<file path="config.mk">
export PLATFORM = sky130hd
export DESIGN_NAME = pmfb_xlate
export DESIGN_NICKNAME = d
export VERILOG_FILES = /design/src/hw/rtl/packed_mono_framebuffer_pixel_access_assert.svh /design/src/hw/rtl/pmfb_pkg.sv /design/src/hw/rtl/pmfb_xlate.sv
export SDC_FILE = /design/constraint.sdc
export NUM_CORES = 1
export LEC_CHECK = 0
export BUFFER_PORTS_ARGS = -buffer_cell sky130_fd_sc_hd__buf_2
export CORE_MARGIN = 5
export CORE_UTILIZATION = 60
export CTS_CLUSTER_SIZE = 20
export DETAILED_ROUTE_END_ITERATION = 6
export PLACE_DENSITY = 0.81
export SLEW_MARGIN = 15
export SYNTH_ARGS = -nofsm -noshare
export SYNTH_HDL_FRONTEND = slang
export SYNTH_SLANG_ARGS = --single-unit
</file>
<file path="constraint.sdc">
create_clock -name i_clk -period 6 [get_ports i_clk]
set_input_delay 1.2 -clock i_clk [delete_from_list [all_inputs] [get_ports i_clk]]
set_output_delay 1.2 -clock i_clk [all_outputs]
set_load 0.005 [all_outputs]
</file>
<file path="src/hw/rtl/packed_mono_framebuffer_pixel_access_assert.svh">
// Assertion macros for the packed mono frame buffer pixel access block.
`ifndef PACKED_MONO_FRAMEBUFFER_PIXEL_ACCESS_ASSERT_SVH
`define PACKED_MONO_FRAMEBUFFER_PIXEL_ACCESS_ASSERT_SVH

// Same-cycle implication, disabled while reset is asserted.
`define PMFB_ASSERT_IMPL(lbl, clk, rst_n, a, b) \
    lbl: assert property (@(posedge clk) disable iff (!(rst_n)) (a) |-> (b)) \
        else $error("pmfb assertion failed");

// Next-cycle implication, disabled while reset is asserted.
`define PMFB_ASSERT_NEXT(lbl, clk, rst_n, a, b) \
    lbl: assert property (@(posedge clk) disable iff (!(rst_n)) (a) |=> (b)) \
        else $error("pmfb assertion failed");

`endif

</file>
<file path="src/hw/rtl/pmfb_pkg.sv">
// Package: types, codes and constants of the packed mono frame buffer block.
`default_nettype none

package pmfb_pkg;

    // Default sizes
    localparam int MEM_BYTES_DEF = 1024;
    localparam int MAX_DIM_DEF   = 1024;

    // Configuration port
    localparam int CFG_AW = 5;
    localparam int CFG_DW = 32;
    localparam int REG_W  = 11;

    // Register reset values
    localparam logic [REG_W-1:0] DISP_W_RST    = 11'd128;
    localparam logic [REG_W-1:0] DISP_H_RST    = 11'd64;
    localparam logic [REG_W-1:0] BUF_BYTES_RST = 11'd1024;

    // Bit masks for leftmost pixel position
    localparam logic [7:0] MASK_MSB = 8'h80;
    localparam logic [7:0] MASK_LSB = 8'h01;

    typedef enum logic [2:0] {
        REG_DISP_W    = 3'd0,
        REG_DISP_H    = 3'd1,
        REG_ROT       = 3'd2,
        REG_BITREV    = 3'd3,
        REG_BUF_BYTES = 3'd4
    } t_cfg_reg;

    typedef enum logic [1:0] {
        ROT_NONE = 2'd0,
        ROT_CW   = 2'd1,
        ROT_CCW  = 2'd2,
        ROT_HALF = 2'd3
    } t_rot;

    typedef enum logic [1:0] {
        FN_SET  = 2'd0,
        FN_CLR  = 2'd1,
        FN_READ = 2'd2,
        FN_WIPE = 2'd3
    } t_func;

    typedef enum logic [2:0] {
        ST_SWEEP,
        ST_IDLE,
        ST_CALC,
        ST_ADDR,
        ST_READ,
        ST_WRITE,
        ST_WIPE
    } t_state;

    // Per-pixel access info from the address unit
    typedef struct packed {
        logic       in_range;
        logic       in_buf;
        logic [7:0] mask;
    } t_pix_info;

endpackage

`default_nettype wire

</file>
<file path="src/hw/rtl/pmfb_xlate.sv">
// Two-stage pixel address unit: range check, rotation, mask, byte offset.
`default_nettype none

module pmfb_xlate
    import pmfb_pkg::*;
#(
    parameter int MEM_BYTES = MEM_BYTES_DEF,
    parameter int MAX_DIM   = MAX_DIM_DEF,
    localparam int AW       = $clog2(MEM_BYTES)
) (
    input  wire logic              i_clk,
    input  wire logic              i_ld_calc,
    input  wire logic              i_ld_addr,
    input  wire logic [15:0]       i_x_coord,
    input  wire logic [15:0]       i_y_coord,
    input  wire logic [REG_W-1:0]  i_disp_w,
    input  wire logic [REG_W-1:0]  i_disp_h,
    input  wire t_rot              i_rot,
    input  wire logic              i_bitrev,
    input  wire logic [REG_W-1:0]  i_buf_bytes,
    output t_pix_info              o_info,
    output logic [AW-1:0]          o_addr
);

    localparam int DW  = $clog2(MAX_DIM + 1);
    localparam int BW  = DW - 2;
    localparam int OW  = 2 * DW - 1;
    localparam int LW  = $clog2(MEM_BYTES + 1);
    localparam int CW0 = (OW > LW) ? OW : LW;
    localparam int CW  = (CW0 > REG_W) ? CW0 : REG_W;

    logic [DW-1:0] w, h, ux, uy, xb, yb, bw;
    logic [DW:0]   bw_sum;
    logic          inr;
    logic [7:0]    mask;
    logic [CW-1:0] lim;
    logic [OW-1:0] prod;

    logic [DW-1:0] r_xb, r_yb;
    logic [BW-1:0] r_bwb;
    logic          r_inr;
    logic [7:0]    r_mask;
    logic [OW-1:0] r_off;

    // Clamp logical dimensions to the supported maximum
    always_comb begin
        w = (int'(i_disp_w) > MAX_DIM) ? DW'(MAX_DIM) : DW'(i_disp_w);
        h = (int'(i_disp_h) > MAX_DIM) ? DW'(MAX_DIM) : DW'(i_disp_h);
    end

    // Range check on signed coordinates
    assign inr = !i_x_coord[15] && !i_y_coord[15]
                 && ({1'b0, i_x_coord[14:0]} < 16'(w))
                 && ({1'b0, i_y_coord[14:0]} < 16'(h));
    assign ux  = i_x_coord[DW-1:0];
    assign uy  = i_y_coord[DW-1:0];

    // Rotate into buffer coordinates
    always_comb begin
        unique case (i_rot)
            ROT_NONE: begin
                xb = ux;
                yb = uy;
                bw = w;
            end
            ROT_CW: begin
                xb = h - uy - DW'(1);
                yb = ux;
                bw = h;
            end
            ROT_CCW: begin
                xb = uy;
                yb = w - ux - DW'(1);
                bw = h;
            end
            default: begin
                xb = w - ux - DW'(1);
                yb = h - uy - DW'(1);
                bw = w;
            end
        endcase
    end

    assign bw_sum = {1'b0, bw} + (DW + 1)'(7);
    assign mask   = i_bitrev ? 8'(MASK_LSB << xb[2:0]) : 8'(MASK_MSB >> xb[2:0]);

    // Stage 1: rotated coordinates, bytes per row, range flag, mask
    always_ff @(posedge i_clk) begin
        if (i_ld_calc) begin
            r_xb   <= xb;
            r_yb   <= yb;
            r_bwb  <= bw_sum[DW:3];
            r_inr  <= inr;
            r_mask <= mask;
        end
    end

    // Stage 2: byte offset
    assign prod = OW'(r_yb) * OW'(r_bwb);

    always_ff @(posedge i_clk) begin
        if (i_ld_addr) begin
            r_off <= prod + OW'(r_xb >> 3);
        end
    end

    // Buffer limit, capped at the memory size
    assign lim = (int'(i_buf_bytes) > MEM_BYTES) ? CW'(MEM_BYTES) : CW'(i_buf_bytes);

    assign o_info.in_range = r_inr;
    assign o_info.in_buf   = CW'(r_off) < lim;
    assign o_info.mask     = r_mask;
    assign o_addr          = r_off[AW-1:0];

endmodule

`default_nettype wire

</file>
# == Yosys cells after proc, flatten, opt, wreduce, memory -nomap -nowiden ==
# Index checks and enable logic that the tools add are counted.
# word_totals
inputBits,71
regBits,61
output_inout_bits,20
word_cells,37
# classes
addsub,6
muxes,7
n_eq_ne,2
multipliers,1
reduce_logical,7
order_cmp,6
shifts,2
# ops
cell,count
11-bit one-hot mux with 3 select lines,2
11-bit 2-to-1 mux,4
11-bit greater-than comparator (second input constant),3
15-bit by 11-bit < comparator with 1-bit output,2
11-bit by 1-bit subtractor with 11-bit output (second input constant),2
11-bit subtractor,2
20-bit by 8-bit adder with 21-bit output,1
21-bit by 11-bit < comparator with 1-bit output,1
11-bit by 9-bit multiplier with 20-bit output,1
11-bit by 3-bit adder with 12-bit output (second input constant),1
8-bit 2-to-1 mux,1
1-bit by 3-bit left shift with 8-bit output (first input constant),1
8-bit by 3-bit >> shifter with 8-bit output (first input constant),1
1-bit logical AND,3
2-bit by 1-bit == test with 1-bit output (second input constant),1
2-bit == test (second input constant),1
1-bit logical NOT,2
2-bit logical NOT,1
2-bit OR reduction,1

# == Depth between registers and ports, before layout ==
# Gate-level depths: netlist of run 1.
# logic_depth
word_depth,7
mapped_depth,20
mapped_depth_nobuf,19

# == Worst setup path before layout of run 1 ==
# No wires, ideal clock.
# synth_timing
path_kind,reg-to-reg
start,register r_bwb[2]
end,register r_off[14] (data pin)
arrival_ps,4755
path_stages_with_launch,21
setup_slack_ps,987
required_ps,5742
path_cell_list,edfxtp_1 -> clkbuf_1 -> nand2_1 -> fa_1 -> inv_1 -> fa_1 -> inv_1 -> fa_1 -> inv_1 -> fa_1 -> inv_1 -> fa_1 -> inv_1 -> ha_1 -> o21a_1 -> o21a_1 -> a31oi_4 -> o21ai_1 -> a21o_1 -> a21oi_1 -> xnor2_1
# synth_via
elab_chain_len,2
# synth_lines
item,line,source
start: declaration,pmfb_xlate.sv:40,logic [BW-1:0] r_bwb;
start signal: assignment,pmfb_xlate.sv:92,r_bwb <= bw_sum[DW:3];
11-bit by 9-bit multiplier with 20-bit output,pmfb_xlate.sv:99,assign prod = OW'(r_yb) * OW'(r_bwb);
20-bit by 8-bit adder with 21-bit output,pmfb_xlate.sv:103,r_off <= prod + OW'(r_xb >> 3);
end signal: assignment,pmfb_xlate.sv:103,
end: declaration,pmfb_xlate.sv:43,logic [OW-1:0] r_off;
# Every way passes these cells.
# A chain may end at the register's enable or synchronous reset.

# == Final worst setup path of run 1 ==
# layout_timing
start,register r_bwb[5]
end,register r_off[14] (data pin)
# Same word-level chain as after synthesis.

==> summary.md, run 1 <==
| Metric | Value |
|---|---|
| Routed vias/inst | `about 5.6` |
| Clock sinks | `between 50 and 60` |
| Die Ht | `127 um` |
| RSZ-0062 raised after global routing | `no` |
| Max incr delay on CP | `550 ps` |
| Synth cell count leaders | `122 x inv_1, 115 x ha_1, 87 x nand2_1` |
| Startpoint types | `flop` |
| Post-DP HPWL | `~14000 um` |
| Cell Rows | `42` |
| Worst R2R End | `r_off[14]$_DFFE_PP_` |
| Hold EP | `r_off[0]$_DFFE_PP_` |
| Gr usage total | `22.3%` |
| Drt drc | `0` |
| Reg2reg path depth | `18` |
| Status | `complete, no violations` |
| CTS H-Tree Depth | `3` |
| Cell Area, Synth | `between 8000 and 9000 um^2` |
| I/O pin count | `91` |
| Min-delay src | `r_xb[3]$_DFFE_PP_` |
| Fmax achieved | `around 0.19 GHz` |
| CTS buffer count | `9` |
| Clock Latency Late Sink | `around 330 ps` |
| Crit. End Element | `flop` |
| Critical path arrival | `between 5000 and 6000 ps` |
| Dominant cell type by area after synthesis | `edfxtp_1` |
| Top post-synthesis cells by area | `edfxtp_1 21%, ha_1 18%, fa_1 17%, inv_1 5.6%, and2_1 4.5%` |
| Max-cap viol count | `0` |
| Most frequent cell after synthesis | `inv_1` |
| Routed WL | `roughly 17000 um` |
| Min Tclk post-route | `between 5000 and 6000 ps` |
| Vias in the first global route | `around 6300` |
| Area of the multi-input gates | `approximately 5700 um^2` |
| Top FF cell, synth | `edfxtp_1` |
| Yosys cell types | `72` |
| Power Total | `around 0.0047 W` |
| Largest net degree at the start of global routing | `38` |
| CP cell instances | `and2_1, fa_1, fa_1, inv_1, fa_1, inv_1, fa_1, inv_1, fa_1, inv_1, ha_1, o21a_1, o21a_1, a31oi_4, o21ai_1, a21o_1, a21oi_1, xnor2_1` |
| Ys async rst share | `0%` |
| Leakage | `around 4.4 nW` |
| Final ANT Viol Nets | `0` |
| Worst vdd ir | `between 0.4 and 0.5 mV` |
| Setup Viol. Count Final | `0` |
| R2r setup slk | `780 ps` |
| First-pass GRT wire length | `roughly 30000 um` |
| Sequential-to-total area share from yosys stat | `about a fifth` |
| Clock transition at path regs | `roughly 50 ps` |
| RR Startpoint | `r_bwb[5]$_DFFE_PP_` |
| Synth warnings | `0` |
| Number of synthesized flops with an enable pin | `58` |
| DR WL/cell | `15.5 um` |
| Hold buffer count at cts | `0` |
| Syn_nets | `approximately 1100` |
| Hold Violations, Final | `0` |
| Tcrit/Tclk final | `between 80% and 90%` |
| Clock buffer depth | `2` |
| Yosys reg bits | `just under 60` |
| Final Wtd Congestion | `0.894` |
| Die area | `around 16000 um^2` |
| Filler cell count | `1034` |
| Initial Utilization | `around three fifths` |
| Slowest cell on the critical path | `fa_1` |
| Actual slew at the worst max-slew pin | `around 940 ps` |
| Setup Skew | `4.82 ps` |
| Cell count after synthesis | `869` |
| Hold depth | `1` |
| Hold Worst Slack | `between 500 and 600 ps` |
| HP Class | `flop to flop` |
| Vias | `~6200` |
| Die Wd | `around 130 um` |
| Slew headroom | `~37%` |
| Total grt overflow | `0` |
| Area growth syn-to-layout | `9.61%` |
| Top cell by count, worst path | `fa_1` |
| Max-slew violations | `0` |
| Final #Nets | `around 1200` |
| Sequential cell area | `around 1700 um^2` |
| Syn avg cell area | `approximately 9.4 um^2` |
| Critical Path Fanout Max | `11` |
| Kind of critical path | `flop to flop` |
| Setup TNS | `0 ps` |
| Post-CTS Setup Bufs | `0` |
| CP Data Required Time | `6080 ps` |
| CTS tree | `built` |
| Inserted Diodes | `0` |
| Cts repair resizes | `0` |
| DR pass1 iterations | `5` |
| Initial drt markers | `about 360` |
| PortBufs | `90` |
| Share of layout cells above drive strength 1 | `13.8%` |
| Initial antenna violation count | `0` |
| Core area | `around 13000 um^2` |
| Power density over cell area | `roughly 530 nW/um^2` |
| Top-area cell type share of the netlist area | `a little over a fifth` |
| Root Driver | `clkbuf_16` |
[worst max path at each step]
stage                             startpoint             endpoint  slack (ps)  cells past startpoint
after global placement    r_bwb[2]$_DFFE_PP_  r_off[14]$_DFFE_PP_         910                     19
after CTS                 r_bwb[5]$_DFFE_PP_  r_off[14]$_DFFE_PP_         780                     18
after global routing      r_bwb[2]$_DFFE_PP_  r_off[14]$_DFFE_PP_         530                     19
after detailed placement  r_bwb[2]$_DFFE_PP_  r_off[14]$_DFFE_PP_         800                     19
after floorplan           r_bwb[2]$_DFFE_PP_  r_off[14]$_DFFE_PP_         990                     20
final                     r_bwb[5]$_DFFE_PP_  r_off[14]$_DFFE_PP_         780                     18
[cell type report]
class	instances	area share, %
Clock inverter	7	0.939
Tap cell	176	2.47
Sequential cell	58	19.5
Multi-Input combinational cell	650	64.2
Inverter	126	5.29
Clock buffer	9	2.52
Timing Repair Buffer	90	5.04
[power by group]
part / switching (W) / internal (W)
Clock: 0.000173 / 0.000357
Sequential: 0.0000721 / 0.000743
Combinational: 0.00185 / 0.00150
Total: 0.00210 / 0.00260
[per-layer routing]
layer / share of wire [%] / GRT usage, % / routed length (um)
met5: 0 / 0 / 0
met4: 2.2 / 7.44 / 381
met3: 6.2 / 3.28 / 1070
met2: 48 / 38.3 / 8370
met1: 43 / 29.1 / 7460
[sequential cells by signal, indices dropped and copies added (netlist names)]
register / count
r_yb: 11
r_mask: 8
r_off: 21
r_xb: 8
r_inr: 1
r_bwb: 9
[kinds of logic (layout without fill, tap and decap cells)]
family	Yosys count	in the layout	synth area share, %
AOI/OAI and AO/OA	178	178	14.4
xor gates and xnor gates	43	43	4.62
adders and majority gates	186	186	35.1
buffers and inverters	161	232	8.21
DFF	58	58	21.4
muxes	10	10	1.57
other	1	1	0.0460
and+or+nand+nor	232	232	14.7
[per-stage QoR]
stage	setup slack, ps	instance area [um^2]	util (%)	instances
floorplan	987	8150	-	869
global placement	910	8620	64.9	1100
detailed placement	796	8620	64.9	1100
CTS	783	8930	67.2	1116
global route	528	8930	67.2	1116
finish	785	8930	67.2	1116
[cells in the final DEF (no fill, tap or decap), types with 31 or more instances in the layout]
cell,Yosys,routed
buf_2,0,90
ha_1,115,115
inv_1,122,122
nand2_1,87,87
o21ai_0,31,31
a21oi_1,49,49
and2_1,58,58
fa_1,71,71
xnor2_1,32,32
edfxtp_1,58,58
[worst max-delay path: cells and delay by family (launching register included)]
| family | cells | cell delay [ps] |
|---|---|---|
| AND/OR/NAND/NOR | 1 | 220 |
| flip-flops | 1 | 530 |
| adder cells (fa/ha/maj) | 6 | 2810 |
| AO/OA/AOI/OAI | 6 | 1110 |
| buffers and inverters | 4 | 190 |
| XOR/XNOR | 1 | 80 |
Power figures use the tool's default switching activity.
==> run 2, diff against run 1 <==
Settings changed: ABC_AREA set to 1.
==> run 2 against run 1 <==
  * Final area is 5.5% higher
  * Synthesized area is 6.9% higher
  * Non-clock buffer count stayed put
  * Die area is 6.4% higher
==> summary.md, run 2 <==
| Metric | Value |
|---|---|
| Final #Nets | `1460 (+22%)` |
| Setup Viol. Count Final | `0 (unchanged)` |
| PortBufs | `90 (unchanged)` |
| Sequential cell area | `1740 um^2 (unchanged)` |
| CTS buffer count | `9 (unchanged)` |
| Cts repair resizes | `0 (unchanged)` |
| Final Core Density | `65.6% (-1.6 points)` |
| Synth cell count leaders | `289 x nand2_1, 246 x inv_1, 115 x ha_1` |
| Top-area cell type share of the netlist area | `20.0% (-1.4 points)` |
| Max-cap viol count | `0 (unchanged)` |
| First-pass GRT wire length | `34300 um (+17%)` |
| Post-CTS Setup Bufs | `0 (unchanged)` |
| Int Power | `0.00251 W (-3.7%)` |
| Core area | `14400 um^2 (+8.1%)` |
| Slew headroom | `41.9% (+4.8 points)` |
| DR WL/cell | `14.9 um (-4.0%)` |
| Slowest cell on the critical path | `edfxtp_1` |
| Die area | `17000 um^2 (+6.4%)` |
| Power share of the combinational group | `74.7% (+3.3 points)` |
| Initial drt markers | `576 (+62%)` |
| Dominant cell type by area after synthesis | `edfxtp_1` |
| Max FFs per register | `21 (unchanged)` |
| Final ANT Viol Nets | `0 (unchanged)` |
| Net Sw Power | `0.00255 W (+22%)` |
| Hold Worst Slack | `550 ps (-30.9 ps)` |
| Routed WL | `20700 um (+20%)` |
| Worst vdd ir | `0.376 mV (-7.0%)` |
| Leakage | `5.34 nW (+22%)` |
| Sequential-to-total area share from yosys stat | `20.0% (-1.4 points)` |
| Tcrit/Tclk final | `84.1% (-2.9 points)` |
| Clock Latency Late Sink | `330 ps (about the same)` |
| Clock power frac | `9.0% (-2.3 points)` |
| Commonest non-fill, non-tap cell in the layout | `nand2_1` |
| Fin cells | `1392 (+25%)` |
| Syn avg cell area | `7.60 um^2 (-19%)` |
| Clock buffer depth | `2 (unchanged)` |
| Hold Violations, Final | `0 (unchanged)` |
| Die Wd | `131 um (+3.1%)` |
| Post-DP HPWL | `17700 um (+22%)` |
| Share of layout cells above drive strength 1 | `9.85% (-4.0 points)` |
| RSZ-0062 raised after global routing | `no` |
| Most frequent cell after synthesis | `nand2_1` |
| Startpoint types | `flop` |
| Setup Skew | `6.95 ps (+2.13 ps)` |
| Sw frac | `50.5% (+5.8 points)` |
| Total grt overflow | `0 (unchanged)` |
| Vias in the first global route | `7418 (+18%)` |
| Inserted Diodes | `0 (unchanged)` |
| CP top delay family | `adder cells` |
| Vias | `7496 (+20%)` |
| Synth warnings | `0 (unchanged)` |
| Critical Path Fanout Max | `11 (unchanged)` |
| Fmax achieved | `0.198 GHz (+3.4%)` |
| Initial Utilization | `60.6% (-0.64 points)` |
| Setup WS post-layout | `956 ps (+171 ps)` |
| Syn_nets | `1404 (+25%)` |
| Max incr delay on CP | `560 ps (about the same)` |
| Gr usage total | `25.4% (+3.0 points)` |
| Setup TNS | `0 ps (unchanged)` |
| Area of the multi-input gates | `5810 um^2 (+1.2%)` |
| Flop pwr share | `16.3% (-1.0 points)` |
| Clock sinks | `58 (unchanged)` |
| HP Class | `flop to flop` |
| Top post-synthesis cells by area | `edfxtp_1 20%, ha_1 17%, fa_1 16%, nand2_1 12%, inv_1 11%` |
| CP cell instances | `nand2_1, fa_1, inv_1, fa_1, inv_1, fa_1, inv_1, fa_1, inv_1, fa_1, inv_1, ha_1, a21oi_1, o21ai_1, a21oi_1, o21bai_1, nand3_1, nand2_1, nand2_1, nand2_1` |
| Initial antenna violation count | `0 (unchanged)` |
| CP Data Required Time | `6080 ps (about the same)` |
| Ys async rst share | `0% (unchanged)` |
| Placed Cells | `1376 (+25%)` |
| Power density over cell area | `537 nW/um^2 (+2.1%)` |
| Hold buffer count at cts | `0 (unchanged)` |
| Pre-CTS setup slack | `963 ps (+166 ps)` |
| Top FF cell, synth | `edfxtp_1` |
| Filler cell count | `1261 (+22%)` |
| Kind of critical path | `flop to flop` |
| Commonest cells after routing, fill and taps aside | `289 x nand2_1, 246 x inv_1, 115 x ha_1, 90 x buf_2, 71 x fa_1` |
| Min Tclk post-route | `5040 ps (-171 ps)` |
| Actual slew at the worst max-slew pin | `871 ps (-72.7 ps)` |
| Reg with most FFs | `r_off` |
| Root Driver | `clkbuf_16` |
| CTS tree | `built` |
| Yosys reg bits | `58 (unchanged)` |
| Yosys cell types | `45 (-38%)` |
| Routed vias/inst | `5.39 (-3.8%)` |
| Max-slew violations | `0 (unchanged)` |
| Drt drc | `0 (unchanged)` |
| Cell Area, Synth | `8710 um^2 (+6.9%)` |
| Die Ht | `131 um (+3.1%)` |
| Status | `complete, no violations` |
| Clock transition at path regs | `50 ps (about the same)` |
| Final Wtd Congestion | `0.905 (+1.2%)` |
| Critical path arrival | `5130 ps (-170 ps)` |
| Crit. End Element | `flop` |
| I/O pin count | `91 (unchanged)` |
| CTS H-Tree Depth | `3 (unchanged)` |
| Cell Rows | `44 (+4.8%)` |
| Number of buffers and inverters on the critical path | `5 (+1)` |
| Largest registers | `r_off: 21 flops, r_yb: 11 flops, r_bwb: 9 flops` |
| Area growth syn-to-layout | `8.13%` |
| Cell count after synthesis | `1147 (+32%)` |
| Number of synthesized flops with an enable pin | `58 (unchanged)` |
| DR pass1 iterations | `5 (unchanged)` |
| Largest net degree at the start of global routing | `38 (unchanged)` |
==> run 2: cell types whose count changed after synthesis, sizes merged, moves of 11 or more <==
cell	change
inv	+122
nand2b	-12
o21a	-12
nand2	+205
a21o	-11
nand3	+34
xnor2	-22
and2	-56
nor2	+38
==> run 2: per-stage QoR <==
| stage | instance area, um^2 | power (W) |
|---|---|---|
| after floorplan | 8710 | 0.00376 |
| after global placement | 9160 | 0.00451 |
| after detailed placement | 9160 | 0.00457 |
| after CTS | 9420 | 0.00507 |
| after global routing | 9420 | 0.00571 |
| final | 9420 | 0.00506 |
==> run 2: path summary, 6_finish.rpt <==
| check | startpoint | end | slack (ps) | cells past startpoint |
|---|---|---|---|---|
| max | r_bwb[2]$_DFFE_PP_ | r_off[18]$_DFFE_PP_ | 960 | 20 |
| min reg2reg | r_xb[3]$_DFFE_PP_ | r_off[0]$_DFFE_PP_ | 550 | 1 |
| min | r_xb[3]$_DFFE_PP_ | r_off[0]$_DFFE_PP_ | 550 | 1 |
| max reg2reg | r_bwb[2]$_DFFE_PP_ | r_off[18]$_DFFE_PP_ | 960 | 20 |
==> run 2: kinds of logic (layout without fill, tap and decap cells) <==
kind of cell | Yosys count | after routing | synth area share [%]
fa+ha+maj | 186 | 186 | 32.8
xor+xnor | 28 | 28 | 2.81
other cells | 1 | 1 | 0.0430
compound gates | 150 | 150 | 10.6
flops | 58 | 58 | 20.0
buf+inv | 293 | 354 | 13.4
simple gates | 431 | 431 | 20.4
==> run 2: worst register-to-register path, stage by stage, from the launching register on <==
cell	delay, ps
edfxtp_1	560
nand2_1	140
fa_1	540
inv_1	50
fa_1	490
inv_1	50
fa_1	470
inv_1	60
fa_1	550
inv_1	60
fa_1	490
inv_1	40
ha_1	340
a21oi_1	170
o21ai_1	100
a21oi_1	270
o21bai_1	170
nand3_1	110
nand2_1	50
nand2_1	50
nand2_1	40
==> run 2: final cells by class <==
cell class,count,share of cell area [%]
Clock buffer,10,2.43
Sequential cell,58,18.5
Multi-Input combinational cell,796,61.6
Inverter,248,9.88
Timing Repair Buffer,90,4.78
Clock inverter,6,0.359
Tap cell,184,2.44
==> run 2: layer usage <==
layer / vias up / GRT usage [%] / routed length, um
li1: 3722 / - / -
met1: 3489 / 33.0 / 8840
met2: 259 / 44.6 / 10300
met3: 26 / 3.78 / 1280
met4: 0 / 6.17 / 309
met5: - / 0 / 0
==> run 2: power by group through the flow <==
stage | Clock [W] | Sequential (W) | Combinational, W
final | 0.000458 | 0.000824 | 0.00378
after global routing | 0.000477 | 0.000838 | 0.00439
after CTS | 0.000462 | 0.000825 | 0.00379
after detailed placement | 0 | 0.000832 | 0.00374
after global placement | 0 | 0.000825 | 0.00368
after floorplan | 0 | 0.000783 | 0.00298
